## src/ppc_pkg.sv

```systemverilog
package ppc_pkg;

    localparam int COORD_W    = 24;
    localparam int DIFF_W     = 25;
    localparam int MUL_W      = 26;
    localparam int PROD_W     = 52;
    localparam int SQ_W       = 50;
    localparam int ROOT_W     = 25;
    localparam int LOOK_W     = 23;
    localparam int HEAD_W     = 16;
    localparam int CURV_W     = 32;
    localparam int ANG_W      = 34;
    localparam int TRIG_W     = 16;
    localparam int CURV_SHIFT = 11;
    localparam int CORDIC_N   = 16;

    localparam logic [LOOK_W-1:0] LOOK_RESET = 23'd26;

    localparam logic signed [ANG_W-1:0] HALF_PI_Q30 = 34'sd1686629713;
    localparam logic signed [ANG_W-1:0] PI_Q30      = 34'sd3373259426;
    localparam logic signed [ANG_W-1:0] GAIN_Q30    = 34'sd652032874;

    localparam logic [1:0] CMD_POINT = 2'd0;
    localparam logic [1:0] CMD_POSE  = 2'd1;
    localparam logic [1:0] CMD_TICK  = 2'd2;

    typedef struct packed {
        logic [1:0]                cmd;
        logic [7:0]                point_index;
        logic signed [COORD_W-1:0] coord_x;
        logic signed [COORD_W-1:0] coord_y;
        logic signed [HEAD_W-1:0]  heading;
        logic                      last_point;
    } t_req;

    typedef struct packed {
        logic signed [CURV_W-1:0] curvature;
        logic                     velocity_on;
        logic                     target_found;
    } t_rsp;

    typedef enum logic [5:0] {
        ST_IDLE, ST_RD, ST_LD,
        ST_M0, ST_M1, ST_M2, ST_M3, ST_M4, ST_M5, ST_M6,
        ST_SQN, ST_DVD, ST_R0, ST_R1, ST_R2, ST_WHS,
        ST_H0, ST_H1, ST_H2, ST_H3, ST_H4,
        ST_C0, ST_C1, ST_C2, ST_C3, ST_C4, ST_C5, ST_C6, ST_C7, ST_C8, ST_C9, ST_C10,
        ST_NEXT, ST_OUT
    } t_state;

    function automatic logic signed [ANG_W-1:0] atan_q30(input logic [3:0] i);
        case (i)
            4'd0:    return 34'sd843314857;
            4'd1:    return 34'sd497837830;
            4'd2:    return 34'sd263043837;
            4'd3:    return 34'sd133525159;
            4'd4:    return 34'sd67021687;
            4'd5:    return 34'sd33543516;
            4'd6:    return 34'sd16775851;
            4'd7:    return 34'sd8388437;
            4'd8:    return 34'sd4194282;
            4'd9:    return 34'sd2097149;
            4'd10:   return 34'sd1048576;
            4'd11:   return 34'sd524288;
            4'd12:   return 34'sd262144;
            4'd13:   return 34'sd131072;
            4'd14:   return 34'sd65536;
            default: return 34'sd32768;
        endcase
    endfunction

    function automatic logic [PROD_W-1:0] mag_of(input logic signed [PROD_W-1:0] v);
        logic [PROD_W-1:0] t;
        t = v;
        return v[PROD_W-1] ? (~t + 1'b1) : t;
    endfunction

endpackage

```

## src/ppc_cordic.sv

```systemverilog
module ppc_cordic import ppc_pkg::*; (
    input  logic                      i_clk,
    input  logic                      i_rst_n,
    input  logic                      i_start,
    input  logic signed [HEAD_W-1:0]  i_angle,
    output logic                      o_busy,
    output logic signed [TRIG_W-1:0]  o_cos,
    output logic signed [TRIG_W-1:0]  o_sin
);

    logic                    r_busy;
    logic [3:0]              r_step;
    logic                    r_neg;
    logic signed [ANG_W-1:0] r_x;
    logic signed [ANG_W-1:0] r_y;
    logic signed [ANG_W-1:0] r_z;
    logic signed [ANG_W-1:0] z0;
    logic signed [ANG_W-1:0] tx;
    logic signed [ANG_W-1:0] ty;
    logic signed [ANG_W-1:0] xr;
    logic signed [ANG_W-1:0] yr;
    logic signed [TRIG_W-1:0] c_raw;
    logic signed [TRIG_W-1:0] s_raw;

    always_comb begin
        z0    = ANG_W'(i_angle) <<< 17;
        tx    = r_y >>> r_step;
        ty    = r_x >>> r_step;
        xr    = (r_x + 34'sd32768) >>> 16;
        yr    = (r_y + 34'sd32768) >>> 16;
        c_raw = xr[TRIG_W-1:0];
        s_raw = yr[TRIG_W-1:0];
    end

    always_ff @(posedge i_clk) begin
        if (!i_rst_n) begin
            r_busy <= 1'b0;
        end else if (i_start) begin
            r_busy <= 1'b1;
        end else if (r_busy && r_step == 4'(CORDIC_N - 1)) begin
            r_busy <= 1'b0;
        end
    end

    always_ff @(posedge i_clk) begin
        if (i_start) begin
            r_step <= '0;
            r_x    <= GAIN_Q30;
            r_y    <= '0;
            if (z0 > HALF_PI_Q30) begin
                r_z   <= z0 - PI_Q30;
                r_neg <= 1'b1;
            end else if (z0 < -HALF_PI_Q30) begin
                r_z   <= z0 + PI_Q30;
                r_neg <= 1'b1;
            end else begin
                r_z   <= z0;
                r_neg <= 1'b0;
            end
        end else if (r_busy) begin
            r_step <= r_step + 1'b1;
            if (r_z >= 0) begin
                r_x <= r_x - tx;
                r_y <= r_y + ty;
                r_z <= r_z - atan_q30(r_step);
            end else begin
                r_x <= r_x + tx;
                r_y <= r_y - ty;
                r_z <= r_z + atan_q30(r_step);
            end
        end
    end

    assign o_busy = r_busy;
    assign o_cos  = r_neg ? -c_raw : c_raw;
    assign o_sin  = r_neg ? -s_raw : s_raw;

endmodule
```

## config.mk

```make
export PLATFORM = sky130hd
export DESIGN_NAME = ppc_cordic
export DESIGN_NICKNAME = d
export VERILOG_FILES = /design/src/ppc_pkg.sv /design/src/ppc_cordic.sv
export SDC_FILE = /design/constraint.sdc
export NUM_CORES = 1
export LEC_CHECK = 0
export BUFFER_PORTS_ARGS = -buffer_cell sky130_fd_sc_hd__buf_4
export CORE_ASPECT_RATIO = 0.5
export CORE_MARGIN = 1
export CORE_UTILIZATION = 56
export CTS_CLUSTER_DIAMETER = 80
export DETAILED_ROUTE_END_ITERATION = 8
export MAX_ROUTING_LAYER = met4
export PLACE_DENSITY_LB_ADDON = 0.12
export SYNTH_ARGS = -nofsm -noshare
export SYNTH_HDL_FRONTEND = slang
export SYNTH_SLANG_ARGS = --single-unit
```

## constraint.sdc

```tcl
create_clock -name i_clk -period 6.13 [get_ports i_clk]
set_input_delay 0.3065 -clock i_clk [delete_from_list [all_inputs] [get_ports i_clk]]
set_output_delay 0.3065 -clock i_clk [all_outputs]
set_load 0.005 [all_outputs]
```

==> reports/results.txt <==
Placeable Area -> 0.03069 sq mm
Clock buffer count from CTS -> 17
YS warnings -> 0
Commonest non-fill, non-tap cells in the layout -> 225 x nand2_1, 176 x nor2_1, 160 x o21ai_0, 150 x a21oi_1, 123 x xnor2_1
Max FO, Critical Path -> 14
Most frequent CP cell -> xnor2_1
Slew Limit Fails -> 0
Worst hold-check path type -> primary input to flip-flop
Slew headroom -> 23.67%
Synthesis-stage register bit count -> 137
Commonest non-fill, non-tap cell in the layout -> nand2_1
Drt total wl -> 53660 um
Clk Tree Root Cell -> clkbuf_16
Synth Cell Area -> 0.01769 sq mm
Worst R2R Path Depth -> 19
First-pass GRT wire length -> 84430 um
H-tree lvl count -> 4
Setup crit start kind -> flip-flop
ANT cells -> 0
CTS max path bufs -> 2
Clock transition at path regs -> 0.07 ns
F_max -> 172.5 MHz
CP arrival -> 6.15 ns
FP Rows -> 45
Number of enable flip-flop cells after synthesis -> 35
Drt drc -> 0
WHS Path Cells -> 2
Hold Vio Cnt, Final -> 0
Synth Area in Adders -> 8.614%
Die Span X -> 253.4 um
Flop2flop setup slack -> 0.33 ns
Largest family of logic cells by synthesized area -> compound AO/OA/AOI/OAI gates
Worst-Skew Late Latency -> 0.47 ns
Vias -> 17.16k
Endpoints failing setup -> 0
Antenna violations before repair -> 0
Max_cap viols -> 0
Vias in the first global route -> 15.65k
Largest net degree at the start of global routing -> 87
Vias per inst -> 6.447
Hold endpoint -> o_busy
Die area -> 0.03235 sq mm
Ys flop type -> dfxtp_1
Pwr dens -> 583.2 mW/mm^2
Clock Skews -> 0.01873 ns
Worst-path cell chain -> mux4_1 > mux4_2 > or4_4 > nor4_4 > buf_4 > nand4_2 > o31ai_1 > xnor2_1 > ha_1 > a21o_1 > o21a_1 > a311o_1 > nor2_1 > o21ai_0 > a211o_1 > a41oi_1 > xnor2_1 > a21oi_1 > a31o_2
Routed len/inst -> 20.17 um
HPWL Detailed -> 39520 um
Period utilization -> 94.60%
Slew at the pin closest to its max-slew limit -> 1.140 ns
1st-iter DRT viols -> 1909
Setup crit end kind -> flip-flop
Worst path top cell family by delay -> compound AO/OA/AOI/OAI gates
Sequential standard cell area -> 0.003109 sq mm
Largest stage delay, worst path -> 0.63 ns
Fillers -> 2793
Die boundary height -> 127.7 um
Total Routing Usage GR -> 34.14%
Max IR drop VDD -> 0.0003166 V
Setup CP Type -> flip-flop to flip-flop
Async set-reset flop share out of synthesis -> 0%
Sequential fraction of the synthesis area -> 17.48%
Netlist cell types -> 89
IO buf count -> 51
Initial Util -> 57.65%
CP Buf/Inv Count -> 1
# IOs -> 52
Clk sinks -> 137
Tmin final -> 5.799 ns
Compound-Gate Fraction of Synth Area -> 23.25%
Layout area overhead -> 8.685%
Layout cells sized above 1 -> 13.32%
Pre-antenna DRT Iters -> 5
Total Neg Setup Slack -> 0 ns
Final non-filler cell total -> 2661
Nets -> 2364
CTS tree -> built
FF-to-FF End -> r_y[33]
Total Power -> 11.21 mW
Synth area leaders -> dfxtp_1 12%, ha_1 8.3%, mux4_2 6.6%, xnor2_1 6.1%, edfxtp_1 5.9%
XOR/XNOR Fraction of Synth Area -> 11.68%
Area of the multi-input gates -> 0.01382 sq mm
Syn nets -> 2361
Avg Synthesized Cell Area -> 7.962 sq um
Hold_sp -> i_rst_n
GP Congestion -> 1.026
Hold buffer count at CTS -> 0
Worst R2R Start -> r_step[3]
Static Leakage -> 7.779 nW
Slowest CP cell -> mux4_1
Synth area leader -> dfxtp_1
Post-Syn Instances -> 2222
Simple-gate share of the synthesized area -> 19.12%
Status -> completed
CP required -> 6.48 ns
Synth top area share -> 11.54%
Grt total ovfl -> 0
Mux share of post-synthesis cell area -> 15.31%
Antenna viol nets, final -> 0
Final core utilization -> 62.66%
DP Cell Count -> 2617
metal layers:
| metal | GRT usage [%] | wire length (um) |
|---|---|---|
| met1 | 49.00 | 25110 |
| met2 | 49.81 | 22620 |
| met3 | 4.853 | 4893 |
| met4 | 9.269 | 1048 |
| met5 | - | 0 |
Yosys cell counts (25+ instances only):
| master | instances |
|---|---|
| nand2_1 | 225 |
| nor2_1 | 176 |
| o21ai_0 | 161 |
| a21oi_1 | 151 |
| xnor2_1 | 123 |
| ha_1 | 117 |
| xor2_1 | 113 |
| dfxtp_1 | 102 |
| mux2i_1 | 99 |
| clkbuf_1 | 91 |
| nand3_1 | 54 |
| mux4_2 | 52 |
| inv_1 | 51 |
| a21o_1 | 47 |
| mux2_2 | 38 |
| o21a_1 | 36 |
| edfxtp_1 | 35 |
| nor3_1 | 34 |
| nand2b_1 | 31 |
| and3_1 | 30 |
| buf_2 | 27 |
| a31oi_1 | 26 |
| o31ai_1 | 25 |
| or3_1 | 25 |
cell type report:
| class | count | area share [%] |
|---|---|---|
| sequential | 137 | 16.17 |
| inverter | 56 | 1.113 |
| clock buffer | 19 | 2.356 |
| multi-input combinational | 1886 | 71.90 |
| tap | 423 | 2.753 |
| timing repair buffer | 127 | 5.154 |
| clock inverter | 13 | 0.5531 |
cell families after synthesis:
| family | Yosys count |
|---|---|
| buffers and inverters | 199 |
| xor gates and xnor gates | 236 |
| AOI/OAI and AO/OA | 637 |
| adders and majority gates | 120 |
| DFF | 137 |
| muxes | 194 |
| and+or+nand+nor | 699 |
what timing repair did:
item	CTS	global route
setup buffers	0	12
gates resized for setup	0	12
endpoints found under the setup margin	0	13
how the worst max path moves through the flow:
stage                     startpoint       to  slack, ns  cells after the start
after floorplan            r_step[2]  r_x[33]       0.17                     26
after global placement     r_step[3]  r_x[33]       0.23                     20
after detailed placement   r_step[3]  r_y[33]       0.13                     20
after CTS                  r_step[3]  r_y[33]       0.11                     20
after global routing       r_step[3]  r_y[33]      -0.01                     23
final                      r_step[3]  r_y[33]       0.33                     19
per-stage QoR:
step | setup slack (ns) | area (sq um) | hold slack [ns]
final | 0.3312 | 19230 | 0.05237
after global routing | -0.01175 | 19230 | 0.05540
after floorplan | 0.1743 | 17690 | 0.4190
after global placement | 0.2318 | 18520 | 0.4850
after CTS | 0.1096 | 19080 | 0.04557
after detailed placement | 0.1270 | 18520 | 0.5112
power by group:
group / internal [mW] / switching (mW)
clock network: 0.547 / 0.482
registers: 1.29 / 0.481
logic: 3.74 / 4.67
(Power assumes the default switching activity.)
