$ cat src/ppc_pkg.sv
package ppc_pkg;

    localparam int COORD_W    = 24;
    localparam int DIFF_W     = 25;
    localparam int MUL_W      = 26;
    localparam int PROD_W     = 52;
    localparam int SQ_W       = 50;
    localparam int ROOT_W     = 25;
    localparam int LOOK_W     = 23;
    localparam int HEAD_W     = 16;
    localparam int CURV_W     = 32;
    localparam int ANG_W      = 34;
    localparam int TRIG_W     = 16;
    localparam int CURV_SHIFT = 11;
    localparam int CORDIC_N   = 16;

    localparam logic [LOOK_W-1:0] LOOK_RESET = 23'd26;

    localparam logic signed [ANG_W-1:0] HALF_PI_Q30 = 34'sd1686629713;
    localparam logic signed [ANG_W-1:0] PI_Q30      = 34'sd3373259426;
    localparam logic signed [ANG_W-1:0] GAIN_Q30    = 34'sd652032874;

    localparam logic [1:0] CMD_POINT = 2'd0;
    localparam logic [1:0] CMD_POSE  = 2'd1;
    localparam logic [1:0] CMD_TICK  = 2'd2;

    typedef struct packed {
        logic [1:0]                cmd;
        logic [7:0]                point_index;
        logic signed [COORD_W-1:0] coord_x;
        logic signed [COORD_W-1:0] coord_y;
        logic signed [HEAD_W-1:0]  heading;
        logic                      last_point;
    } t_req;

    typedef struct packed {
        logic signed [CURV_W-1:0] curvature;
        logic                     velocity_on;
        logic                     target_found;
    } t_rsp;

    typedef enum logic [5:0] {
        ST_IDLE, ST_RD, ST_LD,
        ST_M0, ST_M1, ST_M2, ST_M3, ST_M4, ST_M5, ST_M6,
        ST_SQN, ST_DVD, ST_R0, ST_R1, ST_R2, ST_WHS,
        ST_H0, ST_H1, ST_H2, ST_H3, ST_H4,
        ST_C0, ST_C1, ST_C2, ST_C3, ST_C4, ST_C5, ST_C6, ST_C7, ST_C8, ST_C9, ST_C10,
        ST_NEXT, ST_OUT
    } t_state;

    function automatic logic signed [ANG_W-1:0] atan_q30(input logic [3:0] i);
        case (i)
            4'd0:    return 34'sd843314857;
            4'd1:    return 34'sd497837830;
            4'd2:    return 34'sd263043837;
            4'd3:    return 34'sd133525159;
            4'd4:    return 34'sd67021687;
            4'd5:    return 34'sd33543516;
            4'd6:    return 34'sd16775851;
            4'd7:    return 34'sd8388437;
            4'd8:    return 34'sd4194282;
            4'd9:    return 34'sd2097149;
            4'd10:   return 34'sd1048576;
            4'd11:   return 34'sd524288;
            4'd12:   return 34'sd262144;
            4'd13:   return 34'sd131072;
            4'd14:   return 34'sd65536;
            default: return 34'sd32768;
        endcase
    endfunction

    function automatic logic [PROD_W-1:0] mag_of(input logic signed [PROD_W-1:0] v);
        logic [PROD_W-1:0] t;
        t = v;
        return v[PROD_W-1] ? (~t + 1'b1) : t;
    endfunction

endpackage

$ cat src/ppc_div.sv
module ppc_div import ppc_pkg::*; #(
    parameter int W = 52
) (
    input  logic         i_clk,
    input  logic         i_rst_n,
    input  logic         i_start,
    input  logic [W-1:0] i_dividend,
    input  logic [W-1:0] i_divisor,
    output logic         o_busy,
    output logic [W-1:0] o_quot
);

    localparam int CW = $clog2(W + 1);

    logic [CW-1:0] r_cnt;
    logic [W-1:0]  r_rem;
    logic [W-1:0]  r_quo;
    logic [W-1:0]  r_den;
    logic [W:0]    rem_sh;
    logic [W+1:0]  trial;
    logic          ge;

    always_comb begin
        rem_sh = {r_rem, r_quo[W-1]};
        trial  = {1'b0, rem_sh} - {2'b00, r_den};
        ge     = !trial[W+1];
    end

    always_ff @(posedge i_clk) begin
        if (!i_rst_n) begin
            r_cnt <= '0;
        end else if (i_start) begin
            r_cnt <= CW'(W);
        end else if (r_cnt != '0) begin
            r_cnt <= r_cnt - 1'b1;
        end
    end

    always_ff @(posedge i_clk) begin
        if (i_start) begin
            r_rem <= '0;
            r_quo <= i_dividend;
            r_den <= i_divisor;
        end else if (r_cnt != '0) begin
            r_rem <= ge ? trial[W-1:0] : rem_sh[W-1:0];
            r_quo <= {r_quo[W-2:0], ge};
        end
    end

    assign o_busy = r_cnt != '0;
    assign o_quot = r_quo;

endmodule

$ cat config.mk
export PLATFORM = sky130hd
export DESIGN_NAME = ppc_div
export DESIGN_NICKNAME = d
export VERILOG_FILES = /design/src/ppc_pkg.sv /design/src/ppc_div.sv
export SDC_FILE = /design/constraint.sdc
export NUM_CORES = 1
export LEC_CHECK = 0
export BUFFER_PORTS_ARGS = -buffer_cell sky130_fd_sc_hd__buf_2
export CORE_ASPECT_RATIO = 0.7
export CORE_UTILIZATION = 45
export DETAILED_ROUTE_END_ITERATION = 12
export PLACE_DENSITY = 0.66
export RECOVER_POWER = 100
export REMOVE_ABC_BUFFERS = 1
export SLEW_MARGIN = 30
export SYNTH_ARGS = -nofsm -noshare
export SYNTH_HDL_FRONTEND = slang
export SYNTH_SLANG_ARGS = --single-unit
export TNS_END_PERCENT = 30
$ cat constraint.sdc
create_clock -name i_clk -period 3.55 [get_ports i_clk]
set_input_delay 0.71 -clock i_clk [delete_from_list [all_inputs] [get_ports i_clk]]
set_output_delay 0.71 -clock i_clk [all_outputs]
set_load 0.005 [all_outputs]
==> results by group <==
Logic synthesis
  – Netlist cell types: 68
  – Syn. warnings: 0
  – Mean Syn Cell Area: 9.87 um2
  – Synth Flop Type: edfxtp_1
  – #FFs+latches synth: 162
  – Cells after Synth: 958
  – Register area share after synthesis: 45.3%
  – Asr flop ratio synth: 0%
  – Post-Syn Area: 9450 um2
  – Number of flops mapped to enable cells by yosys: 104

Outcome
  – Failing checks: max-capacitance violations, max-slew violations
  – Status: complete, but fails checks

Timing
  – Fin Hold WS: 0.444 ns
  – Clock period minus worst slack: 3.30 ns
  – Final Max Slew Viols: 102
  – Fmax: 0.303 GHz
  – Slew @ Worst Pin: 1.97 ns
  – Rel. slew slack: -31.5%
  – Count of final hold-check violations: 0
  – Worst Skew: 0.0108 ns
  – RSZ-0062 raised after global routing: false
  – Setup TNS: 0 ns
  – Final setup viols: 0
  – Ratio of final minimum period to clock period: 92.9%

Power
  – Worst ir drop on vdd: 0.000396 V
  – Switching share of power: 40.6%
  – Reg power frac: 30.6%
  – Int Power: 5.51 mW
  – Clock power frac: 20.9%
  – NetSw: 3.76 mW
  – Part of the power in combinational logic: 48.5%
  – Leak: 4.61 nW
  – Pwr/cell area: 842 nW/um2

Job
  – Maxcap violations: 2

Final layout
  – Area grow syn2layout: 16.5%
  – Fill cells: 1,924
  – Layout cell share with drive strength beyond 1: 19.7%
  – Final #Nets: 1,262

Setup path
  – Crit path largest cell delay: 0.42 ns
  – Max FO, Critical Path: 5
  – Required @ worst endpoint: 3.88 ns
  – Worst EP arrival: 3.62 ns
  – Slowest library cell on the worst path: a31oi_1
  – Crit. End Element: flop
  – Critical path class: reg -> reg
  – Worst setup SP type: flop
  – Critical-path cell list: inv_1, ha_1, and3_1, o311ai_1, a211oi_2, o2111ai_1, a31oi_1, a31oi_1, o31a_1, nor3b_1, nand4_1, and3_1

Floorplanning
  – Die X: 175 um
  – I/O pin cnt: 160
  – Cell Rows: 43
  – Initial core utilization: 46.9%
  – Die area: 21,600 um2
  – Core Box Area: 20,200 um2
  – Die extent in y: 123 um

Clocking
  – Hold buffers post-CTS: 0
  – TritonCTS Sinks: 162
  – TritonCTS clock tree: built
  – H-tree Lvls: 4
  – Clk Latency, worst-skew pair: 0.44 ns
  – Num CTS Buffers: 17
  – CTS max path bufs: 2
  – # Post-CTS Setup Buffers: 0
  – Root buf cell: clkbuf_16
  – Clk pin slew, worst setup/hold paths: 0.07 ns

Placed design
  – Final Wtd Congestion: 0.905
  – Dpl hpwl: 16,400 um
  – IO buf count: 159

GRT
  – Busiest grt layer: met2
  – GR Util met1: 31.5%
  – GRT overflow: 0
  – GR Layer Usage met2: 32.0%
  – All-Layer GR Usage: 22.0%
  – GR Layer Usage met3: 6.61%
  – Largest net degree at the start of global routing: 87
  – Initial antenna violation count: 0
  – Vias in the first global route: 7,172
  – Global-route wire length before repair: 37,200 um

Detailed routing
  – DRC: 0
  – Vias per inst: 5.46
  – Iter 0 DRT Violations: 736
  – Via count: 7,566
  – Final wirelength: 22,600 um
  – Drt pass-1 iters: 5
  – Antenna Nets Post-Route: 0
  – Average wire per standard cell: 16.3 um

Worst hold path
  – HP Class: in -> reg
[flip-flops by register name (all words and copies together), names as in the netlist]
signal	count
o_quot	52
r_den	52
r_rem	52
r_cnt	6
[power by group through the flow]
stage | registers, mW | logic (mW) | clock network [mW]
after floorplan | 2.78 | 3.43 | 0
after global placement | 2.86 | 4.47 | 0
after detailed placement | 2.86 | 4.49 | 0
final | 2.84 | 4.50 | 1.94
after global routing | 2.89 | 5.01 | 2.05
after CTS | 2.83 | 4.52 | 1.99
[worst paths after layout]
kind | start | end | slack (ns) | cells after the start
max | r_den[5] | r_rem[51] | 0.25 | 12
min | i_divisor[35] | r_den[35] | 0.44 | 1
max reg2reg | r_den[5] | r_rem[51] | 0.25 | 12
min reg2reg | r_rem[17] | r_rem[17] | 0.47 | 2
[per-stage QoR]
| step | setup slack, ns | utilization (%) | total power [mW] | instance area [um2] | cells |
|---|---|---|---|---|---|
| finish | 0.253 | 54.6 | 9.27 | 11000 | 1386 |
| global route | 0.0609 | 54.6 | 9.96 | 11000 | 1384 |
| detailed placement | 0.229 | 52.0 | 7.34 | 10500 | 1352 |
| floorplan | -0.723 | - | 6.22 | 9240 | 914 |
| CTS | 0.243 | 55.1 | 9.34 | 11100 | 1384 |
| global placement | 0.322 | 52.0 | 7.32 | 10500 | 1352 |
[logic make-up (layout without fill, tap and decap cells)]
family                     count (synthesis)  after routing  synth area share [%]
muxes                                     61             61                  7.15
xor gates and xnor gates                  48             48                  4.45
DFF                                      162            162                  45.3
AOI/OAI and AO/OA                        273            273                  19.3
adders and majority gates                 54             54                  7.23
buffers and inverters                    112            268                  4.95
other                                      0              2                     0
and+or+nand+nor                          248            248                  11.6
[worst max-delay path: cells and delay by family, from the launching register on]
kind / cells / cell delay [ns]
compound gates: 6 / 1.64
fa+ha+maj: 1 / 0.37
buf+inv: 1 / 0.05
flops: 1 / 0.35
simple gates: 4 / 0.79
[synthesized netlist by cell type, drive strengths merged (3+ instances only)]
| cell type | number | area, um2 |
|---|---|---|
| mux2i | 9 | 90.1 |
| a211o | 4 | 35.0 |
| a21oi | 82 | 422 |
| nor4b | 4 | 35.0 |
| nor2 | 70 | 263 |
| edfxtp | 104 | 3120 |
| o21bai | 7 | 52.6 |
| a21o | 22 | 173 |
| a221oi | 3 | 32.5 |
| xor2 | 18 | 158 |
| a211oi | 28 | 215 |
| nand2 | 112 | 423 |
| a311oi | 4 | 41.3 |
| a31oi | 12 | 90.1 |
| and2 | 3 | 18.8 |
| ha | 53 | 663 |
| a21boi | 5 | 37.5 |
| nor3 | 11 | 60.1 |
| clkbuf | 30 | 113 |
| nand3 | 11 | 55.1 |
| nor2b | 5 | 31.3 |
| nand4 | 10 | 62.6 |
| buf | 14 | 100 |
| o21ai | 56 | 280 |
| o211ai | 19 | 143 |
| xnor2 | 30 | 263 |
| mux2 | 52 | 586 |
| o31ai | 6 | 45.0 |
| dfxtp | 58 | 1160 |
| and3 | 8 | 50.1 |
| inv | 66 | 248 |
| o21a | 10 | 75.1 |
[final cells by class]
cell class / instances / area (um2) / share of cell area [%]
clock buffer: 19 / 443 / 4.02
antenna: 2 / 5.00 / 0.0454
inverter: 68 / 255 / 2.32
tap: 270 / 338 / 3.07
multi-input combinational: 684 / 4680 / 42.5
sequential: 162 / 4280 / 38.9
timing repair buffer: 168 / 830 / 7.53
clock inverter: 13 / 173 / 1.57
[timing repair]
action                                  in CTS  in global routing
resized for setup                            0                  2
hold endpoints to repair                     0                  0
endpoints found under the setup margin       0                  2
[cell usage in the layout, fill, tap and decap left out, types with 4 or more instances in the layout]
master and instances:
o21a_1 10, o21bai_1 6, xnor2_1 30, buf_2 116
a211oi_1 27, inv_1 67, ha_1 53, clkbuf_1 45
inv_6 4, o31ai_1 6, o21ai_0 50, nand3_1 11
xor2_1 18, dfxtp_1 58, nor3_1 11, mux2i_1 9
nor2_1 70, a31oi_1 12, nor4b_1 4, edfxtp_1 104
o21ai_1 5, and3_1 8, a21oi_1 81, nor2b_1 5
a21o_1 22, mux2_2 50, nand2_1 110, nand4_1 10
o211ai_1 19, a21boi_0 5, clkbuf_16 17, a211o_1 4
[routing by layer]
| layer | vias up | share of wire (%) |
|---|---|---|
| met1 | 3508 | 50 |
| met4 | 0 | 1.2 |
| met3 | 20 | 8.0 |
| met5 | - | 0 |
| met2 | 249 | 41 |
| li1 | 3789 | - |
No activity file was read; power rests on OpenSTA's default activity.
