[config.mk]
export PLATFORM = sky130hd
export DESIGN_NAME = ppc_sqrt
export DESIGN_NICKNAME = d
export VERILOG_FILES = /design/src/ppc_pkg.sv /design/src/ppc_sqrt.sv
export SDC_FILE = /design/constraint.sdc
export NUM_CORES = 1
export LEC_CHECK = 0
export BUFFER_PORTS_ARGS = -buffer_cell sky130_fd_sc_hd__buf_2
export CORE_UTILIZATION = 35
export DETAILED_ROUTE_END_ITERATION = 12
export SLEW_MARGIN = 30
export SYNTH_ARGS = -nofsm -noshare
export SYNTH_HDL_FRONTEND = slang
export SYNTH_SLANG_ARGS = --single-unit
[constraint.sdc]
create_clock -name i_clk -period 3.1 [get_ports i_clk]
set_clock_uncertainty 0.1 [all_clocks]
set_input_delay 0.155 -clock i_clk [delete_from_list [all_inputs] [get_ports i_clk]]
set_output_delay 0.155 -clock i_clk [all_outputs]
set_load 0.005 [all_outputs]
[src/ppc_pkg.sv]
package ppc_pkg;

    localparam int COORD_W    = 24;
    localparam int DIFF_W     = 25;
    localparam int MUL_W      = 26;
    localparam int PROD_W     = 52;
    localparam int SQ_W       = 50;
    localparam int ROOT_W     = 25;
    localparam int LOOK_W     = 23;
    localparam int HEAD_W     = 16;
    localparam int CURV_W     = 32;
    localparam int ANG_W      = 34;
    localparam int TRIG_W     = 16;
    localparam int CURV_SHIFT = 11;
    localparam int CORDIC_N   = 16;

    localparam logic [LOOK_W-1:0] LOOK_RESET = 23'd26;

    localparam logic signed [ANG_W-1:0] HALF_PI_Q30 = 34'sd1686629713;
    localparam logic signed [ANG_W-1:0] PI_Q30      = 34'sd3373259426;
    localparam logic signed [ANG_W-1:0] GAIN_Q30    = 34'sd652032874;

    localparam logic [1:0] CMD_POINT = 2'd0;
    localparam logic [1:0] CMD_POSE  = 2'd1;
    localparam logic [1:0] CMD_TICK  = 2'd2;

    typedef struct packed {
        logic [1:0]                cmd;
        logic [7:0]                point_index;
        logic signed [COORD_W-1:0] coord_x;
        logic signed [COORD_W-1:0] coord_y;
        logic signed [HEAD_W-1:0]  heading;
        logic                      last_point;
    } t_req;

    typedef struct packed {
        logic signed [CURV_W-1:0] curvature;
        logic                     velocity_on;
        logic                     target_found;
    } t_rsp;

    typedef enum logic [5:0] {
        ST_IDLE, ST_RD, ST_LD,
        ST_M0, ST_M1, ST_M2, ST_M3, ST_M4, ST_M5, ST_M6,
        ST_SQN, ST_DVD, ST_R0, ST_R1, ST_R2, ST_WHS,
        ST_H0, ST_H1, ST_H2, ST_H3, ST_H4,
        ST_C0, ST_C1, ST_C2, ST_C3, ST_C4, ST_C5, ST_C6, ST_C7, ST_C8, ST_C9, ST_C10,
        ST_NEXT, ST_OUT
    } t_state;

    function automatic logic signed [ANG_W-1:0] atan_q30(input logic [3:0] i);
        case (i)
            4'd0:    return 34'sd843314857;
            4'd1:    return 34'sd497837830;
            4'd2:    return 34'sd263043837;
            4'd3:    return 34'sd133525159;
            4'd4:    return 34'sd67021687;
            4'd5:    return 34'sd33543516;
            4'd6:    return 34'sd16775851;
            4'd7:    return 34'sd8388437;
            4'd8:    return 34'sd4194282;
            4'd9:    return 34'sd2097149;
            4'd10:   return 34'sd1048576;
            4'd11:   return 34'sd524288;
            4'd12:   return 34'sd262144;
            4'd13:   return 34'sd131072;
            4'd14:   return 34'sd65536;
            default: return 34'sd32768;
        endcase
    endfunction

    function automatic logic [PROD_W-1:0] mag_of(input logic signed [PROD_W-1:0] v);
        logic [PROD_W-1:0] t;
        t = v;
        return v[PROD_W-1] ? (~t + 1'b1) : t;
    endfunction

endpackage

[src/ppc_sqrt.sv]
module ppc_sqrt import ppc_pkg::*; #(
    parameter int W = 50
) (
    input  logic           i_clk,
    input  logic           i_rst_n,
    input  logic           i_start,
    input  logic [W-1:0]   i_rad,
    output logic           o_busy,
    output logic [W/2-1:0] o_root
);

    localparam int HW = W / 2;
    localparam int RW = HW + 2;
    localparam int CW = $clog2(HW + 1);

    logic [CW-1:0] r_cnt;
    logic [W-1:0]  r_rad;
    logic [RW-1:0] r_rem;
    logic [HW-1:0] r_root;
    logic [RW-1:0] rem_sh;
    logic [RW-1:0] trial;
    logic          ge;

    always_comb begin
        rem_sh = {r_rem[RW-3:0], r_rad[W-1:W-2]};
        trial  = {r_root, 2'b01};
        ge     = rem_sh >= trial;
    end

    always_ff @(posedge i_clk) begin
        if (!i_rst_n) begin
            r_cnt <= '0;
        end else if (i_start) begin
            r_cnt <= CW'(HW);
        end else if (r_cnt != '0) begin
            r_cnt <= r_cnt - 1'b1;
        end
    end

    always_ff @(posedge i_clk) begin
        if (i_start) begin
            r_rad  <= i_rad;
            r_rem  <= '0;
            r_root <= '0;
        end else if (r_cnt != '0) begin
            r_rad  <= {r_rad[W-3:0], 2'b00};
            r_rem  <= ge ? (rem_sh - trial) : rem_sh;
            r_root <= {r_root[HW-2:0], ge};
        end
    end

    assign o_busy = r_cnt != '0;
    assign o_root = r_root;

endmodule

==> results of run 1 <==
cells in the final DEF (no fill, tap or decap), types with 3 or more instances in the layout:
cell type / n
a31oi_1: 7
dfxtp_1: 55
nand3_1: 4
mux2_2: 48
dlygate4sd3_1: 49
a21oi_1: 44
buf_12: 3
clkbuf_16: 9
or3_1: 4
mux2i_1: 17
xor2_1: 5
ha_1: 29
nor2_1: 32
buf_4: 10
inv_1: 33
nor2b_1: 3
buf_2: 77
and2_1: 6
o21ai_0: 14
o21bai_1: 3
nand4_1: 6
o21a_1: 4
a21o_1: 13
edfxtp_1: 50
nand2_1: 72
o31ai_1: 5
a211oi_1: 22
xnor2_1: 15
o211ai_1: 5
nor3_1: 8
worst reg2reg max path, cell delays in order (launching register included):
cell	delay, ns
dfxtp_1	0.37
inv_1	0.06
ha_1	0.42
nand4_2	0.17
or4_1	0.55
o31a_1	0.29
a31oi_4	0.18
buf_4	0.33
mux2i_1	0.14
a211oi_1	0.26
final cells by class:
| cell class | instances | share of cell area (%) |
|---|---|---|
| Clock buffer | 9 | 3.13 |
| Clock inverter | 7 | 1.10 |
| Inverter | 34 | 1.78 |
| Multi-Input combinational cell | 402 | 39.9 |
| Sequential cell | 105 | 36.2 |
| Tap cell | 216 | 3.76 |
| Timing Repair Buffer | 139 | 14.1 |
where the power goes:
group | leakage [nW] | internal, mW | switching, mW
Sequential | 0.975 | 1.73 | 0.141
Combinational | 1.80 | 1.52 | 1.71
Clock | 0.148 | 0.574 | 0.591
kinds of logic after synthesis:
| kind of cell | Yosys count | share of synthesized area, % |
|---|---|---|
| simple gates | 151 | 11.9 |
| compound gates | 137 | 16.1 |
| flops | 105 | 45.4 |
| buf+inv | 66 | 4.86 |
| mux | 65 | 12.4 |
| fa+ha+maj | 29 | 6.33 |
| xor+xnor | 20 | 3.05 |
worst min path at each step:
stage / startpoint / endpoint / slack, ns / cells past startpoint
floorplan: i_rst_n / r_cnt[4]$_SDFFE_PN0P_ / 0.18 / 1
global placement: i_rst_n / r_cnt[4]$_SDFFE_PN0P_ / 0.32 / 2
detailed placement: i_rst_n / r_cnt[4]$_SDFFE_PN0P_ / 0.33 / 2
CTS: i_rad[27] / r_rad[27]$_DFFE_PP_ / 0.001 / 2
global route: i_rad[27] / r_rad[27]$_DFFE_PP_ / 0.00006 / 2
finish: i_rad[27] / r_rad[27]$_DFFE_PP_ / 0.01 / 2
timing repair:
action | CTS | global route
setup endpoints to repair | 0 | 1
resized for setup | 0 | 2
hold buffers | 48 | 1
hold endpoints to repair | 51 | 1
sequential cells by signal, summed over array words and instances (netlist names):
signal and cells:
o_root 25, r_cnt 5, r_rad 50, r_rem 25
routing by layer:
| layer | part of all wire, % | up-vias | global-route usage, % |
|---|---|---|---|
| met2 | 49 | 79 | 28.7 |
| met3 | 4.3 | 21 | 4.39 |
| met1 | 45 | 2154 | 19.8 |
| met5 | 0 | - | 0 |
| met4 | 1.7 | 0 | 5.47 |
| li1 | - | 2306 | - |
==> impl_metrics.yaml, run 1 <==
timing:
  hold_ws_ns: 0.0145
  drv_slew: 0
  period_share_pct: 95.3
  setup_viol: 0
  tightestPinTransition_ns: 0.658
  fin_ws_ns: 0.145
  rsz0062_at_grt: "no"
  fmax_mhz: 338
  slew_headroom_pct: 56.0
  period_needed_ns: 2.95
  fin_tns_setup_ns: 0
  timing.final.hold_violations: 0
worst_setup_path:
  crit_family: "compound AO/OA/AOI/OAI gates"
  crit_required_ns: 3.27
  startpoint: "o_root[17]$_SDFFE_PP0P_"
  worstPathCellList: "inv_1 > ha_1 > nand4_2 > or4_1 > o31a_1 > a31oi_4 > buf_4 > mux2i_1 > a211oi_1"
  path_class: "flop to flop"
  crit_arrival_ns: 3.12
  path_depth: 9
  crit_slowest_cell: "or4_1"
  reg2reg_slack_ns: 0.15
  cp-end-kind: "flop"
  max_stage_delay_ns: 0.55
  timing.rr.end: "r_rem[15]$_SDFFE_PP0P_"
  endpoint: "r_rem[15]$_SDFFE_PP0P_"
  cp_max_fo: 19
  cp-start-kind: "flop"
  critPathBufInv: 2
  rr_worst_depth: 9
  rr_startpoint: "o_root[17]$_SDFFE_PP0P_"
routing:
  vias: 4560
  viasPerCell: 5.00
  drc: 0
  drtAntennaViolNets: 0
  firstDrtPassIters: 6
  drt_iter0_drc: 192
  wl_per_cell_um: 14.4
  routed_wl_mm: 13.1
synthesis:
  yosys_warnings: 0
  syn_area_per_cell_um2: 10.0
  synth_cells: 573
  synth_area_mm2: 0.00574
  yosysMostFrequentCell: "nand2_1"
  synth_common_cells: "73 x nand2_1, 55 x dfxtp_1, 50 x edfxtp_1, 48 x mux2_2, 44 x a21oi_1"
  synth-edff-count: 50
  yosysTopAreaCell: "edfxtp_1"
  ys_seq_area_share_pct: 45.4
  synth.distinct_cells: 56
  syn-num-nets: 655
  async_flop_share_pct: 0
  synth_top_area_share_pct: 26.2
  synth-main-ff-cell: "dfxtp_1"
  ys_seq_elements: 105
  yosys-top-cells-area: "edfxtp_1 26%, dfxtp_1 19%, mux2_2 9.4%, ha_1 6.3%, nand2_1 4.8%"
floorplan:
  die_area_mm2: 0.0169
  die_y_um: 130
  fp.dieW_um: 130
  start_util_pct: 36.0
  io_pins: 79
  rows: 46
  core_area_mm2: 0.0159
cells_and_area:
  regArea_mm2: 0.00260
  drive_gt1_share_pct: 23.6
  finalNetCount: 773
  multiInputGateArea_mm2: 0.00287
  antenna_cells: 0
  n_fill_cell: 1514
  final_cell_area_mm2: 0.00719
  syn_to_final_growth_pct: 25.3
  layout.cells.non_filler: 912
  post-route-util_pct: 45.1
placed_design:
  placement.cell_area_mm2: 0.00638
  pre_cts_ws_ns: 0.149
  port_buffers: 78
  place_congestion: 0.822
  dpl.hpwl_mm: 8.72
  dp_cells: 847
cts:
  clk_pin_slew_ns: 0.08
  cts_buffers: 9
  cts_tree: "built"
  clockBufferDepth: 2
  cts_sinks: 105
  postCtsSetupBuffers: 0
  cts_root_buf: "clkbuf_16"
  worstSkewPairLatency_ns: 0.37
  ctsHtreeMaxLevel: 3
global_routing:
  grt_usage_pct: 16.5
  antenna_found_initial: 0
  grt_first_pass_wirelength_mm: 22.1
  grt_pass1_vias: 4656
  grt-ovfl-total: 0
  grt_max_degree: 38
min_path:
  hp-class: "input port to flop"
run_status:
  outcome: "completed"
flow_run:
  drv_cap: 0
power:
  ir_drop_uv: 364
  total_power_mw: 6.26
  power_density_mw_per_mm2: 872
  leakage_nw: 2.92
No activity file was read; power rests on OpenSTA's default activity.
==> inputs of run 2 (changes only) <==
Settings changed: CORE_UTILIZATION 35 to 52, PLACE_DENSITY set to 0.76.
==> run 2 against run 1 <==
Effect of this change:
- power down 3.1%
- clock power down 23%
- first-iteration DRC count up 64%
- combinational power up 2%
- sequential share of layout area up 0.92 points
==> impl_metrics.yaml, run 2 (synthesized netlist as in run 1, its figures left out) <==
run_status:
  outcome: "completed"
worst_setup_path:
  crit_arrival_ns: 3.11
  rr_worst_depth: 9
  critPathBufInv: 2
  timing.rr.end: "r_rem[16]$_SDFFE_PP0P_"
  cp-end-kind: "flop"
  cp-start-kind: "flop"
  crit_slowest_cell: "or4_1"
  crit_required_ns: 3.29
  worstPathCellList: "inv_1 > ha_1 > nand3_1 > or4_1 > o31a_1 > a31oi_4 > buf_6 > mux2i_1 > a211oi_1"
  path_class: "flop to flop"
  cp_max_fo: 10
  reg2reg_slack_ns: 0.19
  rr_startpoint: "o_root[12]$_SDFFE_PP0P_"
  crit_family: "compound AO/OA/AOI/OAI gates"
  max_stage_delay_ns: 0.50
power:
  p_sw_share_pct: 39.7
  power_density_mw_per_mm2: 865
  ir_drop_uv: 499
  p_comb_share_pct: 54.3
  clockPowerShare_pct: 14.8
  leakage_nw: 2.89
  cell_internal_pwr_mw: 3.66
  p_seq_share_pct: 30.9
  p_sw_mw: 2.41
routing:
  wl_per_cell_um: 15.4
  drtAntennaViolNets: 0
  firstDrtPassIters: 4
  drt_iter0_drc: 315
  viasPerCell: 5.45
  routed_wl_mm: 12.9
  vias: 4564
  drc: 0
cts:
  cts_buffers: 9
  cts_sinks: 105
  worstSkewPairLatency_ns: 0.40
  ctsHtreeMaxLevel: 3
  clk_pin_slew_ns: 0.12
  cts_tree: "built"
  clockBufferDepth: 2
  cts_root_buf: "clkbuf_8"
timing:
  fmax_mhz: 343
  period_needed_ns: 2.91
  tightestPinTransition_ns: 0.633
  drv_slew: 0
  fin_tns_setup_ns: 0
  period_share_pct: 94.0
  timing.final.hold_violations: 0
  hold_ws_ns: 0.195
  slew_headroom_pct: 57.8
  fin_ws_ns: 0.186
  setup_viol: 0
floorplan:
  die_area_mm2: 0.0115
  start_util_pct: 54.6
  rows: 37
  die_y_um: 107
  io_pins: 79
  fp.dieW_um: 107
  core_area_mm2: 0.0105
global_routing:
  grt_pass1_vias: 4443
  grt_max_degree: 56
  grt_first_pass_wirelength_mm: 21.2
  grt_usage_pct: 23.9
  grt-ovfl-total: 0
  antenna_found_initial: 0
min_path:
  whs_path_depth: 2
  min_to: "o_root[22]$_SDFFE_PP0P_"
  hp-class: "input port to flop"
  min-delay-start: "i_start"
placed_design:
  pre_cts_ws_ns: 0.141
  place_congestion: 0.898
  port_buffers: 78
  dpl.hpwl_mm: 8.06
cells_and_area:
  layout_commonest_cell: "buf_2"
  n_fill_cell: 797
  syn_to_final_growth_pct: 22.3
  final_cell_mix: "77 x buf_2, 72 x nand2_1, 54 x dfxtp_1"
  antenna_cells: 0
  largest_reg_flops: 50
  finalNetCount: 778
  top_register: "r_rad"
  post-route-util_pct: 66.7
  drive_gt1_share_pct: 24.0
flow_run:
  drv_cap: 0
[run 2: changes by cell type in the layout (fill, tap and decap cells not counted), sizes merged]
cell and change:
dlygate4sd3 +2, inv -1, clkbuf +1, buf +3
[run 2: power groups by stage]
stage          Combinational, mW  Clock, mW  Sequential [mW]
6_report                    3.29      0.896             1.88
5_1_grt                     3.66      0.965             1.90
4_1_cts                     3.18      0.901             1.87
3_5_place_dp                3.11          0             1.90
3_3_place_gp                3.04          0             1.89
2_1_floorplan               2.55          0             1.85
[run 2: repair_timing]
item / CTS / global route
hold buffers: 51 / 0
resized for setup: 0 / 5
hold endpoints to repair: 55 / 0
setup endpoints to repair: 0 / 18
setup buffers: 0 / 3
[run 2: metal layers]
layer / GRT usage (%) / share of wire (%) / up-vias
li1: - / - / 2316
met3: 4.19 / 3.0 / 18
met2: 40.5 / 50 / 97
met5: 0 / 0 / -
met1: 30.1 / 45 / 2133
met4: 9.59 / 1.7 / 0
[run 2: final cells by class]
| cell class | instances | area, µm² | area share (%) |
|---|---|---|---|
| multi-input combinational | 402 | 2870 | 40.9 |
| sequential | 105 | 2600 | 37.1 |
| timing repair buffer | 144 | 1030 | 14.7 |
| tap | 136 | 170 | 2.43 |
| clock buffer | 10 | 149 | 2.12 |
| inverter | 34 | 128 | 1.82 |
| clock inverter | 6 | 58.8 | 0.839 |
[run 2: worst register-to-register path, cell delays in order, from the launching register on]
cell      delay [ns]
dfxtp_1         0.38
inv_1           0.06
ha_1            0.48
nand3_1         0.13
or4_1           0.50
o31a_1          0.29
a31oi_4         0.34
buf_6           0.21
mux2i_1         0.09
a211oi_1        0.26
[run 2: worst max path at each step]
stage / start / to / slack, ns / cells after the start
final: o_root[12]$_SDFFE_PP0P_ / r_rem[16]$_SDFFE_PP0P_ / 0.19 / 9
after global routing: o_root[3]$_SDFFE_PP0P_ / r_rem[24]$_SDFFE_PP0P_ / -0.07 / 10
after CTS: o_root[12]$_SDFFE_PP0P_ / r_rem[16]$_SDFFE_PP0P_ / 0.10 / 10
after detailed placement: o_root[19]$_SDFFE_PP0P_ / r_rem[16]$_SDFFE_PP0P_ / 0.14 / 9
after global placement: o_root[12]$_SDFFE_PP0P_ / r_rem[15]$_SDFFE_PP0P_ / 0.24 / 9
after floorplan: r_cnt[0]$_SDFFE_PN0P_ / r_rad[0]$_SDFFCE_PN0P_ / 0.31 / 6
[run 2: stage by stage]
step	instance area, µm²	power, mW	instances
after floorplan	5740	4.40	573
after global placement	6260	4.93	767
after detailed placement	6260	5.00	767
after CTS	6980	5.95	834
after global routing	7010	6.53	837
final	7010	6.07	837
==> inputs of run 3 (changes only) <==
Settings changed: CORE_UTILIZATION 52 to 32, CTS_BUF_LIST set to sky130_fd_sc_hd__clkbuf_16, PLACE_DENSITY 0.76 to not set.
==> run 3 against run 2 <==
Effect of this change:
- global-route usage shrank 9.2 points
- sequential power is essentially flat
- routed wire length rose by 0.45%
- maximum frequency up 0.46%
- non-clock buffer count shrank 7
- die area grew 61%
- register-to-register slack about the same
- clock power rose by 28%
==> impl_metrics.yaml, run 3 (synthesized netlist as in run 1, its figures left out) <==
run_status:
  outcome: "completed"
worst_setup_path:
  crit_arrival_ns: 3.08
  reg2reg_slack_ns: 0.20
  cp_max_fo: 13
  critPathBufInv: 2
  cp-end-kind: "flop"
  crit_family: "simple AND/OR/NAND/NOR gates"
  rr_startpoint: "o_root[20]$_SDFFE_PP0P_"
  max_stage_delay_ns: 0.54
  timing.rr.end: "r_rem[20]$_SDFFE_PP0P_"
  path_class: "flop to flop"
  crit_required_ns: 3.28
  crit_slowest_cell: "or4_1"
  cp-start-kind: "flop"
  rr_worst_depth: 10
  worstPathCellList: "inv_1 > ha_1 > nand4_2 > or4_1 > o31a_1 > a31oi_4 > buf_4 > or3_1 > o211ai_1 > a31oi_1"
cells_and_area:
  final_cell_mix: "77 x buf_2, 72 x nand2_1, 55 x dfxtp_1"
  top_register: "r_rad"
  antenna_cells: 0
  final_cell_area_mm2: 0.00717
  layout.cells.non_filler: 919
  syn_to_final_growth_pct: 25.0
  largest_reg_flops: 50
  post-route-util_pct: 41.1
  drive_gt1_share_pct: 23.5
  finalNetCount: 771
  layout_commonest_cell: "buf_2"
floorplan:
  die_y_um: 136
  fp.dieW_um: 136
  rows: 48
  core_area_mm2: 0.0174
  die_area_mm2: 0.0185
  start_util_pct: 32.9
  io_pins: 79
routing:
  wl_per_cell_um: 14.1
  vias: 4580
  drc: 0
  routed_wl_mm: 13.0
  viasPerCell: 4.98
  drt_iter0_drc: 212
  firstDrtPassIters: 4
  drtAntennaViolNets: 0
timing:
  fin_ws_ns: 0.200
  slew_headroom_pct: 57.2
  setup_viol: 0
  fmax_mhz: 345
  timing.final.hold_violations: 0
  period_needed_ns: 2.90
  period_share_pct: 93.6
  tightestPinTransition_ns: 0.642
  drv_slew: 0
min_path:
  whs_path_depth: 2
  hp-class: "input port to flop"
  min-delay-start: "i_rad[43]"
  min_to: "r_rad[43]$_DFFE_PP_"
cts:
  cts_buffers: 9
  ctsHtreeMaxLevel: 3
  cts_sinks: 105
  clk_pin_slew_ns: 0.08
  cts_tree: "built"
  cts_root_buf: "clkbuf_16"
  clockBufferDepth: 2
  worstSkewPairLatency_ns: 0.36
power:
  ir_drop_uv: 418
  leakage_nw: 2.90
  power_density_mw_per_mm2: 870
placed_design:
  port_buffers: 78
  dpl.hpwl_mm: 8.82
  pre_cts_ws_ns: 0.119
  place_congestion: 0.816
  placement.cell_area_mm2: 0.00636
  dp_cells: 853
global_routing:
  antenna_found_initial: 0
  grt_pass1_vias: 4611
  grt_usage_pct: 14.7
  grt-ovfl-total: 0
  grt_max_degree: 51
  grt_first_pass_wirelength_mm: 21.6
flow_run:
  drv_cap: 0
==> run 3: changes by cell type in the layout (fill, tap and decap cells not counted), moves of 2 or more <==
cell	before	now
clkbuf_8	9	0
clkbuf_16	1	9
buf_4	14	9
clkinvlp_4	0	2
dlygate4sd3_1	51	49
inv_8	1	3
==> run 3: stage by stage <==
| stage | hold slack [ns] | setup TNS [ns] | power, mW |
|---|---|---|---|
| 4_1_cts | 0.00174 | 0 | 6.27 |
| 3_5_place_dp | 0.335 | 0 | 5.04 |
| 2_1_floorplan | 0.183 | 0 | 4.40 |
| 5_1_grt | 0.00775 | -0.0149 | 6.68 |
| 3_3_place_gp | 0.318 | 0 | 4.98 |
| 6_report | 0.0126 | 0 | 6.23 |
==> run 3: layout make-up <==
cell class / count / area [µm²]
fill: 1726 / 10200
multi-input combinational: 402 / 2870
sequential: 105 / 2600
timing repair buffer: 137 / 983
tap: 225 / 282
clock buffer: 9 / 225
inverter: 34 / 128
clock inverter: 7 / 73.8
==> run 3: worst register-to-register path: cells and delay by family, from the launching register on <==
kind | cells | cell delay, ns
AND/OR/NAND/NOR | 3 | 0.87
AO/OA/AOI/OAI | 4 | 0.72
adder cells (fa/ha/maj) | 1 | 0.45
flip-flops | 1 | 0.38
buffers and inverters | 2 | 0.32
==> run 3: power breakdown <==
group	internal [mW]	total (mW)	leakage, nW	switching [mW]
combinational	1.52	3.21	1.78	1.70
sequential	1.73	1.87	0.975	0.143
clock	0.572	1.15	0.141	0.575
total	3.82	6.23	2.90	2.41
==> run 3: per-layer routing <==
| metal | track usage [%] | vias to the layer above | share of wire [%] |
|---|---|---|---|
| li1 | - | 2303 | - |
| met1 | 17.6 | 2146 | 45 |
| met2 | 25.2 | 115 | 48 |
| met3 | 4.85 | 16 | 5.7 |
| met4 | 4.07 | 0 | 1.2 |
| met5 | 0 | - | 0 |
==> run 3: worst max path at each step <==
stage / from / endpoint / slack [ns] / cells after the start
after global placement: o_root[12]$_SDFFE_PP0P_ / r_rem[20]$_SDFFE_PP0P_ / 0.18 / 11
after CTS: o_root[12]$_SDFFE_PP0P_ / r_rem[20]$_SDFFE_PP0P_ / 0.08 / 11
after floorplan: r_cnt[0]$_SDFFE_PN0P_ / r_rad[0]$_SDFFCE_PN0P_ / 0.31 / 6
after global routing: o_root[12]$_SDFFE_PP0P_ / r_rem[20]$_SDFFE_PP0P_ / -0.01 / 12
after detailed placement: o_root[12]$_SDFFE_PP0P_ / r_rem[20]$_SDFFE_PP0P_ / 0.12 / 11
final: o_root[20]$_SDFFE_PP0P_ / r_rem[20]$_SDFFE_PP0P_ / 0.20 / 10
==> run 3: repair_timing <==
action	in CTS	in global routing
hold buffers	49	0
setup buffers	0	1
endpoints found under the hold margin	53	0
endpoints found under the setup margin	0	8
resized for setup	0	3
